--- config.mk ---
export PLATFORM = sky130hd
export DESIGN_NAME = vrp_div
export DESIGN_NICKNAME = d
export VERILOG_FILES = /design/src/rtl/core/vrp_div.sv
export SDC_FILE = /design/constraint.sdc
export NUM_CORES = 1
export LEC_CHECK = 0
export BUFFER_PORTS_ARGS = -buffer_cell sky130_fd_sc_hd__buf_2
export CORE_MARGIN = 2
export CORE_UTILIZATION = 53
export CTS_BUF_LIST = sky130_fd_sc_hd__clkbuf_8 sky130_fd_sc_hd__clkbuf_16
export DETAILED_ROUTE_END_ITERATION = 10
export MAX_ROUTING_LAYER = met4
export PLACE_DENSITY = 0.82
export REMOVE_ABC_BUFFERS = 1
export SETUP_SLACK_MARGIN = 0.05
export SLEW_MARGIN = 20
export SYNTH_ARGS = -nofsm -noshare
export SYNTH_HDL_FRONTEND = slang
export SYNTH_SLANG_ARGS = --single-unit
--- constraint.sdc ---
create_clock -name i_clk -period 4.45 [get_ports i_clk]
set_input_delay 0.2225 -clock i_clk [delete_from_list [all_inputs] [get_ports i_clk]]
set_output_delay 0.2225 -clock i_clk [all_outputs]
set_load 0.05 [all_outputs]
--- src/rtl/core/vrp_div.sv ---
module vrp_div #(
    parameter int QW = 13,
    parameter int DW = 39,
    parameter int VW = 25
) (
    input  logic          i_clk,
    input  logic          i_rst_n,
    input  logic          i_start,
    input  logic [DW-1:0] i_dividend,
    input  logic [VW-1:0] i_divisor,
    output logic          o_done,
    output logic [QW-1:0] o_quot
);

    localparam int CNT_W = $clog2(QW + 1);

    logic [DW-1:0]    r_rem;
    logic [DW-1:0]    r_dsh;
    logic [QW-1:0]    r_q;
    logic [CNT_W-1:0] r_cnt;
    logic             r_done;

    // Control: one quotient bit per cycle, most significant first
    always_ff @(posedge i_clk) begin
        if (!i_rst_n) begin
            r_cnt  <= '0;
            r_done <= 1'b0;
        end else begin
            r_done <= 1'b0;
            if (i_start) begin
                r_cnt <= CNT_W'(QW);
            end else if (r_cnt != '0) begin
                r_cnt <= r_cnt - 1'b1;
                if (r_cnt == CNT_W'(1)) begin
                    r_done <= 1'b1;
                end
            end
        end
    end

    always_ff @(posedge i_clk) begin
        if (i_start) begin
            r_rem <= i_dividend;
            r_dsh <= DW'(i_divisor) << (QW - 1);
            r_q   <= '0;
        end else if (r_cnt != '0) begin
            if (r_rem >= r_dsh) begin
                r_rem <= r_rem - r_dsh;
                r_q   <= {r_q[QW-2:0], 1'b1};
            end else begin
                r_q   <= {r_q[QW-2:0], 1'b0};
            end
            r_dsh <= r_dsh >> 1;
        end
    end

    assign o_done = r_done;
    assign o_quot = r_q;

endmodule

==> metrics.csv <==
stage,metric,value,unit
sta,Worst-Margin Slew,940,ps
power_and_ir_drop,Pwr Total,4.74,mW
setup_path,Reg2Reg Depth,11,
setup_path,crit path capture type,register,
place,placed cells,880,
setup_path,reg2reg setup slack,1030,ps
route,DR vias/cell,5.75,
route,Residual DRC,0,
clocking,H-tree depth,3,
die,Initial Utilization,54.0,%
setup_path,crit-path max cell delay,490,ps
clocking,CTS tree,yes,
setup_path,Critical R2R Capture,r_rem[23],
grt,grt ovf,0,
sta,RSZ-0062 raised after global routing,no,
clocking,Post-CTS Setup Inserts,0,
logic_synthesis,ys async rst share,0,%
logic_synthesis,multiplexer share of the synthesized area,0.368,%
final_layout,Non-Filler Instances,896,
logic_synthesis,post-synthesis compound-gate area fraction,24.1,%
logic_synthesis,"Top FF cell, synth",edfxtp_1,
die,die width,111,um
route,first-pass detailed-route iteration total,5,
power_and_ir_drop,VDD IR-drop max,0.000275,V
route,DR WL/cell,15.3,um
final_layout,# diodes,0,
grt,initial antenna violation count,0,
route,DR iter-0 viols,398,
clocking,clk slew on worst S/H paths,70,ps
setup_path,most frequent CP cell,a21oi_1,
power_and_ir_drop,Leak Pwr,2.84,nW
logic_synthesis,Post-synth EDFFs,64,
die,Die H,111,um
setup_path,CP startpoint kind,register,
setup_path,"Cell Chain, Critical Path",ha_1 > nor2b_1 > o31ai_1 > a21oi_1 > a32oi_1 > a211oi_2 > o2111ai_1 > nand3b_1 > a21oi_1 > o21bai_4 > buf_4,
place,GP Congestion,0.942,
sta,final setup fails,0,
die,row count,39,
logic_synthesis,Cells after Synth,694,
final_layout,layout cells sized above 1,15.7,%
sta,period utilization,76.7,%
clocking,TritonCTS Buffers,9,
setup_path,CP Data Required Time,4430,ps
die,core area,11300,um2
status,status,completed,
setup_path,Worst Path Buf+Inv,1,
flow_run,max-cap viol count,0,
logic_synthesis,Syn Area/Cell,8.81,um2
sta,Final min period,3420,ps
logic_synthesis,Synth top area share,31.4,%
final_layout,fillers,1002,
sta,fin. max-slew vios,0,
sta,f_max,293,MHz
logic_synthesis,synthesized flop and latch total,94,
logic_synthesis,cell area after synthesis,6110,um2
setup_path,CP top delay family,compound AO/OA/AOI/OAI gates,
grt,Tot GR Track Use,23.5,%
clocking,worst skew pair latency,350,ps
final_layout,Nets,855,
final_layout,area grow syn2layout,12.5,%
die,# IOs,81,
route,routed wire length,13700,um
grt,largest net degree at the start of global routing,68,
route,routed via count,5156,
clocking,clock buffer depth,2,
clocking,Root Driver,clkbuf_16,
place,Detailed Place HPWL,9850,um
sta,final hold violations,0,
hold_path,Hold Crit Start,i_rst_n,
logic_synthesis,Post-Synth Simple-Gate Area,15.2,%
die,Die Area,12400,um2
final_layout,sequential cell area,2520,um2
grt,vias in the first global route,5028,
setup_path,Critical R2R Launch,r_rem[1],
logic_synthesis,cell taking the most area after synthesis,edfxtp_1,
logic_synthesis,yosys warns,0,
route,antenna-violating nets left,0,
hold_path,Tightest Hold Check Type,in2reg,
logic_synthesis,synth top area cells,"edfxtp_1 (31%), dfxtp_1 (9.8%), nand2_1 (8.3%)",
place,Port-buffer cells,80,
sta,Max-slew headroom,37.3,%
final_layout,Multi-input gate area,3260,um2
power_and_ir_drop,pwr/cell area,688,nW/um2
logic_synthesis,"Seq/Total Area, Yosys",41.3,%
setup_path,CP Max Fanout,39,
clocking,"Hold-fix buffers, CTS",0,
setup_path,WS Path Type,reg2reg,
logic_synthesis,adder and majority cell fraction of the synthesized area,8.31,%
grt,first-pass GRT wire length,23400,um
logic_synthesis,synth cell count leaders,"nand2_1 (136), a21oi_1 (65), edfxtp_1 (64)",
sta,Clock Skew,6.86,ps
clocking,post-cts sizing count,0,
logic_synthesis,Synth Area in XOR/XNOR,5.01,%
logic_synthesis,most numerous cell in the Yosys netlist,nand2_1,
logic_synthesis,largest family of logic cells by synthesized area,compound AO/OA/AOI/OAI gates,
hold_path,worst hold stages,2,
clocking,Clock Sinks,94,
setup_path,Worst Path Arrival,3400,ps
setup_path,slowest CP cell,buf_4,
hold_path,Hold Crit Endpoint,r_cnt[3],
logic_synthesis,Netlist cell types,60,
==> cells by family after synthesis <==
logic type | Yosys count
AOI/OAI and AO/OA | 222
and+or+nand+nor | 211
DFF | 94
buffers and inverters | 90
adders and majority gates | 40
xor gates and xnor gates | 35
muxes | 2
==> final cells by class <==
cell class	instances	share of cell area (%)
clock buffer	10	3.64
clock inverter	6	0.727
inverter	48	2.62
multi-input combinational	510	47.4
sequential	94	36.7
tap	143	2.60
timing repair buffer	85	6.40
==> worst max path at each step <==
stage                            to  slack [ps]  depth (start not counted)  startpoint
final                     r_rem[23]        1030                         11    r_rem[1]
after floorplan            r_rem[0]       -1410                          5    r_cnt[0]
after global placement    r_rem[24]        1280                         11    r_rem[1]
after global routing      r_rem[29]         650                         11    r_rem[1]
after CTS                 r_rem[23]        1070                         11    r_rem[1]
after detailed placement  r_rem[21]        1090                         11    r_rem[1]
==> where the power goes <==
part	total, mW	leakage, nW	switching [mW]	internal, mW
registers	1.35	0.926	0.0939	1.25
logic	2.61	1.76	1.55	1.06
clock network	0.777	0.152	0.355	0.422
total	4.74	2.84	2.00	2.74
==> sequential cells by signal, summed over array words and instances, names as in the netlist <==
signal  cells
r_rem      39
r_dsh      37
o_quot     13
r_cnt       4
o_done      1
==> metrics by stage <==
stage	setup TNS [ps]	setup WS [ps]	hold slack [ps]	util, %	area (um2)
final	0	1030	134	60.8	6880
after global routing	0	650	133	60.8	6880
after CTS	0	1070	134	60.8	6880
after detailed placement	0	1090	450	58.1	6580
after global placement	0	1280	437	58.1	6580
after floorplan	-73620	-1410	292	-	5940
==> worst register-to-register path, stage by stage (launching register included) <==
cell,delay (ps)
edfxtp_1,440
ha_1,320
nor2b_1,230
o31ai_1,140
a21oi_1,400
a32oi_1,160
a211oi_2,350
o2111ai_1,170
nand3b_1,120
a21oi_1,110
o21bai_4,120
buf_4,490
==> layer usage <==
layer  vias to the layer above  global-route usage (%)  wire length [um]
met5                         -                       -                 0
met4                         0                    6.09               197
met3                        19                    3.10               598
met2                       138                    38.0              6590
met1                      2412                    31.4              6360
li1                       2587                       -                 -
==> layout by cell type, fill, tap and decap left out, drive strengths merged, types with 3 or more instances in the layout <==
master	synthesis	final
and3	3	3
a31oi	6	6
or3	4	4
nand2	136	136
nor2	18	18
clkbuf	29	10
ha	39	39
o21a	8	8
xnor2	21	21
a21oi	67	67
a2111oi	4	4
and2	3	3
inv	48	53
dfxtp	30	30
buf	13	85
a211oi	5	5
xor2	14	14
o31ai	28	28
o21ai	55	55
nand3	6	6
nor2b	4	4
nor3	9	9
nand2b	9	9
o21bai	8	8
a21o	24	24
nand4	13	13
edfxtp	64	64
Power figures use the tool's default switching activity.
