`config.mk`:
```
export PLATFORM = sky130hd
export DESIGN_NAME = vrp_sqrt
export DESIGN_NICKNAME = d
export VERILOG_FILES = /design/src/rtl/core/vrp_pkg.sv /design/src/rtl/core/vrp_sqrt.sv
export SDC_FILE = /design/constraint.sdc
export NUM_CORES = 1
export LEC_CHECK = 0
export CORE_MARGIN = 2
export CORE_UTILIZATION = 65
export CTS_CLUSTER_SIZE = 40
export DETAILED_ROUTE_END_ITERATION = 12
export DONT_BUFFER_PORTS = 1
export MAX_ROUTING_LAYER = met4
export PLACE_DENSITY = 0.92
export SLEW_MARGIN = 20
export SYNTH_ARGS = -nofsm -noshare
export SYNTH_HDL_FRONTEND = slang
export SYNTH_SLANG_ARGS = --single-unit
```
`constraint.sdc`:
```
create_clock -name i_clk -period 11.51 [get_ports i_clk]
set_clock_uncertainty 0.1 [all_clocks]
set_input_delay 1.7265 -clock i_clk [delete_from_list [all_inputs] [get_ports i_clk]]
set_output_delay 1.7265 -clock i_clk [all_outputs]
set_load 0.01 [all_outputs]
```
`src/rtl/core/vrp_pkg.sv`:
```
package vrp_pkg;

    // Field widths of the request and response items
    localparam int COORD_W  = 5;
    localparam int ORIGIN_W = 13;
    localparam int DIR_W    = 16;
    localparam int REACH_W  = 5;
    localparam int AXIS_W   = 2;

    localparam logic [REACH_W-1:0] REACH_RST = 5'd10;

    // Sum of squares of three directions, its 2^16 scaling, and the root
    localparam int SUMSQ_W  = 32;
    localparam int SQ_IN_W  = 48;
    localparam int ROOT_W   = 24;

    // Step limit 3*max_reach+3 fits in this width
    localparam int LIM_W    = 7;

    localparam logic ACT_WRITE = 1'b0;
    localparam logic ACT_CAST  = 1'b1;

    localparam logic [AXIS_W-1:0] AXIS_X = 2'd0;
    localparam logic [AXIS_W-1:0] AXIS_Y = 2'd1;
    localparam logic [AXIS_W-1:0] AXIS_Z = 2'd2;

    typedef enum logic [3:0] {
        ST_IDLE,
        ST_SUMSQ,
        ST_SQRT_GO,
        ST_SQRT_WAIT,
        ST_DIV_GO,
        ST_DIV_WAIT,
        ST_MUL,
        ST_STEP,
        ST_CHECK,
        ST_DONE
    } t_state;

    typedef struct packed {
        logic               hit;
        logic [COORD_W-1:0] hit_x;
        logic [COORD_W-1:0] hit_y;
        logic [COORD_W-1:0] hit_z;
        logic [AXIS_W-1:0]  normal_axis;
        logic               normal_negative;
    } t_result;

endpackage

```
`src/rtl/core/vrp_sqrt.sv`:
```
module vrp_sqrt import vrp_pkg::*; (
    input  logic               i_clk,
    input  logic               i_rst_n,
    input  logic               i_start,
    input  logic [SQ_IN_W-1:0] i_val,
    output logic               o_done,
    output logic [ROOT_W-1:0]  o_root
);

    localparam int CNT_W = $clog2(ROOT_W + 1);

    logic [SQ_IN_W-1:0] r_v;
    logic [SQ_IN_W-1:0] r_res;
    logic [SQ_IN_W-1:0] r_bit;
    logic [CNT_W-1:0]   r_cnt;
    logic               r_done;
    logic [SQ_IN_W:0]   trial;

    assign trial = {1'b0, r_res} + {1'b0, r_bit};

    // Control: count one result bit per cycle
    always_ff @(posedge i_clk) begin
        if (!i_rst_n) begin
            r_cnt  <= '0;
            r_done <= 1'b0;
        end else begin
            r_done <= 1'b0;
            if (i_start) begin
                r_cnt <= CNT_W'(ROOT_W);
            end else if (r_cnt != '0) begin
                r_cnt <= r_cnt - 1'b1;
                if (r_cnt == CNT_W'(1)) begin
                    r_done <= 1'b1;
                end
            end
        end
    end

    always_ff @(posedge i_clk) begin
        if (i_start) begin
            r_v   <= i_val;
            r_res <= '0;
            r_bit <= SQ_IN_W'(1) << (SQ_IN_W - 2);
        end else if (r_cnt != '0) begin
            if ({1'b0, r_v} >= trial) begin
                r_v   <= r_v - trial[SQ_IN_W-1:0];
                r_res <= (r_res >> 1) + r_bit;
            end else begin
                r_res <= r_res >> 1;
            end
            r_bit <= r_bit >> 2;
        end
    end

    assign o_done = r_done;
    assign o_root = r_res[ROOT_W-1:0];

endmodule

```
==> results of run 1 <==
-- cell usage after synthesis, types with 3 or more instances --
library cell  number
o31ai_1           14
nand2b_1          12
a31o_1             3
and3_1            18
nand3_1           33
nand2_1          189
dfxtp_1           78
a211o_1            3
a31oi_1           46
o21ai_0          106
nor4_1             7
a221o_1            3
ha_1             101
or3_1             11
a21o_1            35
and2_1             8
o221ai_1           3
edfxtp_1          48
nor2b_1           20
a311oi_1          14
o22ai_1            4
a21oi_1          113
mux2_2             3
nor3_1            34
xnor2_1           68
a211oi_1          32
buf_4             25
a31o_2             7
and4_1             9
clkbuf_1          76
buf_2              7
inv_1             26
o21a_1            15
xor2_1            51
o21ai_1           22
mux2i_1            5
nand4_1           26
nor2_1            98
o21bai_1          21
o211ai_1           8
-- routing by layer --
| metal | GRT usage, % | wire [um] |
|---|---|---|
| met1 | 39.6 | 11600 |
| met2 | 57.3 | 14500 |
| met3 | 7.59 | 2560 |
| met4 | 14.8 | 1260 |
| met5 | - | 0 |
-- stage by stage --
stage	instance area [um^2]	hold WS, ps
after floorplan	11200	352
after global placement	11100	362
after detailed placement	11100	366
after CTS	11700	374
after global routing	11700	406
final	11700	376
-- area by class of cell --
type | count | share of cell area, %
clock buffers | 23 | 4.46
clock inverters | 8 | 0.644
inverters | 26 | 0.837
multi-input cells | 1178 | 65.6
flip-flops and latches | 126 | 25.7
well taps | 225 | 2.41
repair buffers | 5 | 0.322
-- power groups by stage --
stage / registers, mW / clock network [mW] / logic, mW
2_1_floorplan: 0.753 / 0 / 1.67
4_1_cts: 0.837 / 0.548 / 2.01
5_1_grt: 0.856 / 0.567 / 2.26
3_3_place_gp: 0.838 / 0 / 1.95
6_report: 0.844 / 0.547 / 2.05
3_5_place_dp: 0.842 / 0 / 1.99
-- kinds of logic after synthesis --
group	after synthesis	share of synthesized area, %
DFF	126	26.7
xor gates and xnor gates	119	9.28
adders and majority gates	102	11.4
and+or+nand+nor	474	19.6
muxes	8	0.746
AOI/OAI and AO/OA	475	26.8
buffers and inverters	135	5.42
-- state kept, by name, indices dropped and copies added (netlist names) --
| signal | count |
|---|---|
| r_cnt | 5 |
| r_bit | 24 |
| r_res | 48 |
| o_done | 1 |
| r_v | 48 |
-- worst paths after layout --
check                     endpoint  depth (start not counted)                  start
max          r_res[2]$_SDFFE_PP0P_                         22  r_res[2]$_SDFFE_PP0P_
min          r_bit[0]$_SDFFE_PP0P_                          2  r_bit[0]$_SDFFE_PP0P_
max reg2reg  r_res[2]$_SDFFE_PP0P_                         22  r_res[2]$_SDFFE_PP0P_
min reg2reg  r_bit[0]$_SDFFE_PP0P_                          2  r_bit[0]$_SDFFE_PP0P_
-- worst max-delay path, delay by kind of cell, from the launching register on --
kind	cells	cell delay [ps]
AO/OA/AOI/OAI	13	3210
AND/OR/NAND/NOR	5	1090
adder cells (fa/ha/maj)	2	710
buffers and inverters	1	620
flip-flops	1	540
XOR/XNOR	1	140
==> impl_results.md, run 1 <==
- GRT Overall Usage: 34.2%
- Sequential share of the synthesized area: 26.7%
- Clock group share of total power: 15.9%
- Syn nets: 1,592
- Pre-CTS setup slack: 5100 ps
- Total congestion overflow: 0
- Syn_area_per_cell: 7.81 um^2
- Post-CTS Setup Bufs: 0
- Overall power: 3.44 mW
- Area taken by multi-input logic gates: 7650 um^2
- Cells after synthesis: 1,439
- Setup Viol. Count Final: 0
- Final Non-Filler Cells: 1,591
- Die area: 18,300 um^2
- Leak: 4.41 nW
- Max VDD drop: 0.233 mV
- Number of nets in the layout: 1,507
- Predominant post-synthesis flop cell: dfxtp_1
- Fin crit period: 6580 ps
- Max cap viols: 0
- Critical path arrival: 6800 ps
- CTS buffer count: 17
- Commonest cells after routing, fill and taps aside: nand2_1, a21oi_1, o21ai_0
- Netlist cell types: 70
- Min-Delay Path Class: flip-flop to flip-flop
- Startpoint types: flip-flop
- Iter 0 DRT Violations: 1,084
- WL/cell: 18.8 um
- Slowest stage delay, CP: 620 ps
- Most common cell after layout, fill and taps aside: nand2_1
- Power Density: 295 nW/um^2
- # rows: 48
- Largest net degree at the start of global routing: 164
- Final setup margin: 4930 ps
- Fill cell count: 1,369
- CP required: 11,730 ps
- Via count: 10.7k
- Root Driver: clkbuf_16
- Int Pwr: 1.81 mW
- Syn. warnings: 0
- Total Routed Length: 29,900 um
- Post-CTS Resized: 0
- Fin crit share: 57.2%
- Final Slew Violations: 0
- First-pass GRT wire length: 49,000 um
- Drc violations: 0
- Ant diodes: 0
- Outcome: complete, no violations
- Final core utilization: 68.1%
- Worst-margin pin slew: 946 ps
- Fmax: 152 MHz
- IO buf count: 0
- Seq. cell area: 3000 um^2
- Vias per cell: 6.71
- Crit-path cells: ha_1 -> a31oi_1 -> o21ai_1 -> a21oi_1 -> o21ai_1 -> a31oi_1 -> o21bai_1 -> a221o_1 -> a31oi_1 -> o21bai_1 -> xnor2_1 -> ha_1 -> and4_1 -> and3_1 -> a21oi_1 -> nor2b_1 -> a311oi_1 -> nand3_1 -> o211ai_4 -> buf_4 -> nor2_1 -> a2111oi_0
- Top post-synthesis cells by area: dfxtp_1, edfxtp_1, ha_1
- EDFF count, synth: 48
- Clock Sinks: 126
- Ys async rst share: 0%
- Switching Fraction: 47.4%
- #FFs+latches synth: 126
- Clk buf depth: 2
- H-Tree Depth: 4
- RSZ-0062 raised after global routing: false
- TritonCTS clock tree: yes
- Die width: 135 um
- Slowest CP cell: buf_4
- Cts-stage hold buffer count: 0
- Fin Setup TNS: 0 ps
- Placed Cells: 1,560
- Die Span Y: 135 um
- Layout cell share with drive strength beyond 1: 4.17%
- Logic pwr share: 59.6%
- Final GP Congestion: 0.979
- I/O Pins: 76
- Slew HR: 36.9%
- DRT antenna net count: 0
- P&R area growth vs syn: 3.82%
- Synthesized area: 11,200 um^2
- Total core area: 17,100 um^2
- Endpoint class of the critical path: flip-flop
- Initial Utilization: 65.6%
- TritonRoute pass-1 iters: 6
- Reg power frac: 24.5%
- Share of the synthesized area in the top cell type: 13.9%
- Later-pin clock latency in the skew report: 430 ps
- WS Path Type: flip-flop to flip-flop
- CP max FO: 79
- Reg clk slew, reported paths: 60 ps
- Endpoints failing hold: 0
- Reg2reg setup slack: 4930 ps
- Hpwl dp: 21,400 um
- Initial antenna violation count: 0
- Number of global-route vias before repair: 10.0k
- Cell taking the most area after synthesis: dfxtp_1
- Critical Path Most Common Cell: a31oi_1
- Sw power: 1.63 mW
Note: power is estimated with default switching activity, not from simulation.
==> inputs of run 2 (changes only) <==
- CORE_UTILIZATION: 65 -> 59
- PLACE_DENSITY: 0.92 -> 0.89
- clock period: 11.51 -> 5.6 ns (I/O delays scaled with it)
==> run 2 against run 1 <==
Effect of this change: hold slack worse by 1.7 ps; register-to-register slack worse by 4900 ps; setup slack worse by 4900 ps; sequential share of layout area down 1.2 points; global-route usage down 3.2 points; routed wire length up 9.9%; cell count up 3.0%; critical path depth down 1; combinational power up 140%; final area up 4.8%; fmax up 19%.
==> impl_results.md, run 2 (synthesized netlist as in run 1, its figures left out) <==
- Via count: 11.0k (+3.1%)
- Reg2reg start: r_res[24]$_SDFFE_PP0P_
- Min-Delay Path Class: primary input to flip-flop
- CP max FO: 24 (-70%)
- Final GP Congestion: 0.980 (about the same)
- Number of global-route vias before repair: 10.1k (+1.2%)
- Final setup margin: 59.0 ps (-4870 ps)
- CTS buffer count: 17 (unchanged)
- Max VDD drop: 0.403 mV (+73%)
- Top Registers: r_res: 48 flops, r_v: 48 flops, r_bit: 24 flops
- TritonRoute pass-1 iters: 10 (+4)
- Drc violations: 0 (unchanged)
- Total congestion overflow: 0 (unchanged)
- Commonest cells after routing, fill and taps aside: nand2_1, a21oi_1, o21ai_0
- Reg2reg setup slack: 60 ps (-4870 ps)
- GRT Overall Usage: 31.0% (-3.2 points)
- Critical path arrival: 5620 ps (-1180 ps)
- Layout cell share with drive strength beyond 1: 8.40% (+4.2 points)
- H-Tree Depth: 4 (unchanged)
- Final Slew Violations: 0 (unchanged)
- Total Routed Length: 32,900 um (+9.9%)
- IO buf count: 0 (unchanged)
- Power Density: 633 nW/um^2 (+110%)
- TritonCTS clock tree: yes
- Bufs and invs on worst path: 2 (+1)
- # rows: 50 (+4.2%)
- Most common cell after layout, fill and taps aside: nand2_1
- Die area: 20,200 um^2 (+9.9%)
- Max cap viols: 0 (unchanged)
- Outcome: complete, no violations
- Fin Setup TNS: 0 ps (unchanged)
- Die width: 142 um (+4.8%)
- Overall power: 7.73 mW (+120%)
- Largest net degree at the start of global routing: 164 (unchanged)
- CP required: 5680 ps (-6050 ps)
- DRT antenna net count: 0 (unchanged)
- Critical path launch point: r_res[24]$_SDFFE_PP0P_
- Pre-CTS setup slack: 26.3 ps (-5080 ps)
- Crit-path cells: ha_1 -> and2_1 -> and3_1 -> a221oi_2 -> o21ai_1 -> a31oi_2 -> o21bai_2 -> a221o_1 -> a21oi_2 -> xor2_1 -> ha_2 -> and4_1 -> and3_1 -> a21oi_1 -> nor2b_1 -> a311oi_2 -> nand3_2 -> o211ai_4 -> buf_4 -> o21ai_4 -> clkbuf_16
- Root Driver: clkbuf_16
- Reg clk slew, reported paths: 60 ps (about the same)
- Clk buf depth: 2 (unchanged)
- WL/cell: 20.1 um (+6.7%)
- Leak: 4.69 nW (+6.5%)
- Initial antenna violation count: 1 (+1)
- Endpoint class of the critical path: flip-flop
- Fin crit period: 5540 ps (-1040 ps)
- Critical Path Most Common Cell: and3_1
- R2r endpoint: r_v[12]$_DFFE_PP_
- First-pass GRT wire length: 49,000 um (-0.15%)
- Initial Utilization: 60.1% (-5.6 points)
- Fmax: 180 MHz (+19%)
- P&R area growth vs syn: 8.75%
- Worst r2r path cells: 21 (-4.5%)
- Slowest CP cell: a221o_1
- I/O Pins: 76 (unchanged)
- Worst-margin pin slew: 997 ps (+51.2 ps)
- Iter 0 DRT Violations: 1,035 (-4.5%)
- Setup Viol. Count Final: 0 (unchanged)
- Total core area: 18,700 um^2 (+9.3%)
- Endpoints failing hold: 0 (unchanged)
- Worst setup endpoint: r_v[12]$_DFFE_PP_
- Vias per cell: 6.71 (+0.13%)
- Number of nets in the layout: 1,544 (+2.5%)
- Die Span Y: 142 um (+4.8%)
- Later-pin clock latency in the skew report: 440 ps (about the same)
- CP delay by family, top: compound AO/OA/AOI/OAI gates
- Slowest stage delay, CP: 440 ps (-180 ps)
- Hpwl dp: 22,400 um (+4.4%)
- Clock Sinks: 126 (unchanged)
- Slew HR: 33.5% (-3.4 points)
- WS Path Type: flip-flop to flip-flop
- Critical Path Stages: 21 (-4.5%)
- Fill cell count: 1,500 (+9.6%)
- Startpoint types: flip-flop
- Fin crit share: 98.9% (+42 points)
-- run 2: cell count changes in the layout (fill, tap and decap cells not counted), sizes merged --
cell / previous run / this run
buf: 5 / 35
inv: 28 / 32
clkinvlp: 0 / 1
diode: 0 / 1
o211ai: 9 / 10
clkbuf: 23 / 27
clkinv: 5 / 3
-- run 2: power breakdown --
group          leakage (nW)  internal [mW]  switching (mW)  total, mW
registers              1.13           1.37           0.283       1.65
logic                  3.28           2.06            2.91       4.97
clock network         0.285          0.653           0.466       1.12
-- run 2: worst min path at each step --
stage / start / to / slack (ps) / depth (start not counted)
2_1_floorplan: r_cnt[4]$_SDFFE_PN0P_ / o_done$_SDFF_PP0_ / 350 / 1
3_3_place_gp: r_bit[0]$_SDFFE_PP0P_ / r_bit[0]$_SDFFE_PP0P_ / 360 / 2
3_5_place_dp: r_bit[0]$_SDFFE_PP0P_ / r_bit[0]$_SDFFE_PP0P_ / 370 / 2
4_1_cts: i_start / r_bit[0]$_SDFFE_PP0P_ / 380 / 1
5_1_grt: i_start / r_bit[0]$_SDFFE_PP0P_ / 370 / 1
6_report: i_start / r_bit[0]$_SDFFE_PP0P_ / 370 / 1
-- run 2: area by class of cell --
type	count	area (um^2)	area share [%]
clock buffer	21	472	3.86
tap	234	293	2.40
antenna	1	2.50	0.0205
inverter	26	97.6	0.799
multi-input combinational	1179	7780	63.7
timing repair buffer	41	463	3.79
clock inverter	11	101	0.830
sequential	126	3000	24.6
-- run 2: what timing repair did --
item	4_1_cts	5_1_grt
gates resized for setup	0	30
hold buffers	0	0
setup buffers	0	4
hold endpoints to repair	0	0
endpoints found under the setup margin	0	101
-- run 2: per-stage QoR --
stage                     instance area, um^2  hold slack [ps]  cells  util, %
after floorplan                         11200              352   1439        -
after global placement                  11300              363   1595     60.4
final                                   12200              375   1639     65.3
after global routing                    12200              371   1639     65.3
after detailed placement                11300              370   1595     60.4
after CTS                               11900              377   1627     63.5
-- run 2: per-layer routing --
| layer | up-vias | GRT usage (%) | share of wire (%) |
|---|---|---|---|
| li1 | 5205 | - | - |
| met1 | 5121 | 35.5 | 39 |
| met2 | 543 | 50.9 | 47 |
| met3 | 135 | 7.27 | 8.5 |
| met4 | 0 | 15.8 | 5.1 |
| met5 | - | - | 0 |
-- run 2: worst reg2reg max path: stages, from the launching register on --
cell       delay [ps]
dfxtp_2           370
ha_1              350
and2_1            210
and3_1            220
a221oi_2          260
o21ai_1           160
a31oi_2           260
o21bai_2          140
a221o_1           440
a21oi_2           220
xor2_1            180
ha_2              350
and4_1            230
and3_1            200
a21oi_1           160
nor2b_1            70
a311oi_2          300
nand3_2           270
o211ai_4          270
buf_4             200
o21ai_4            90
clkbuf_16         250
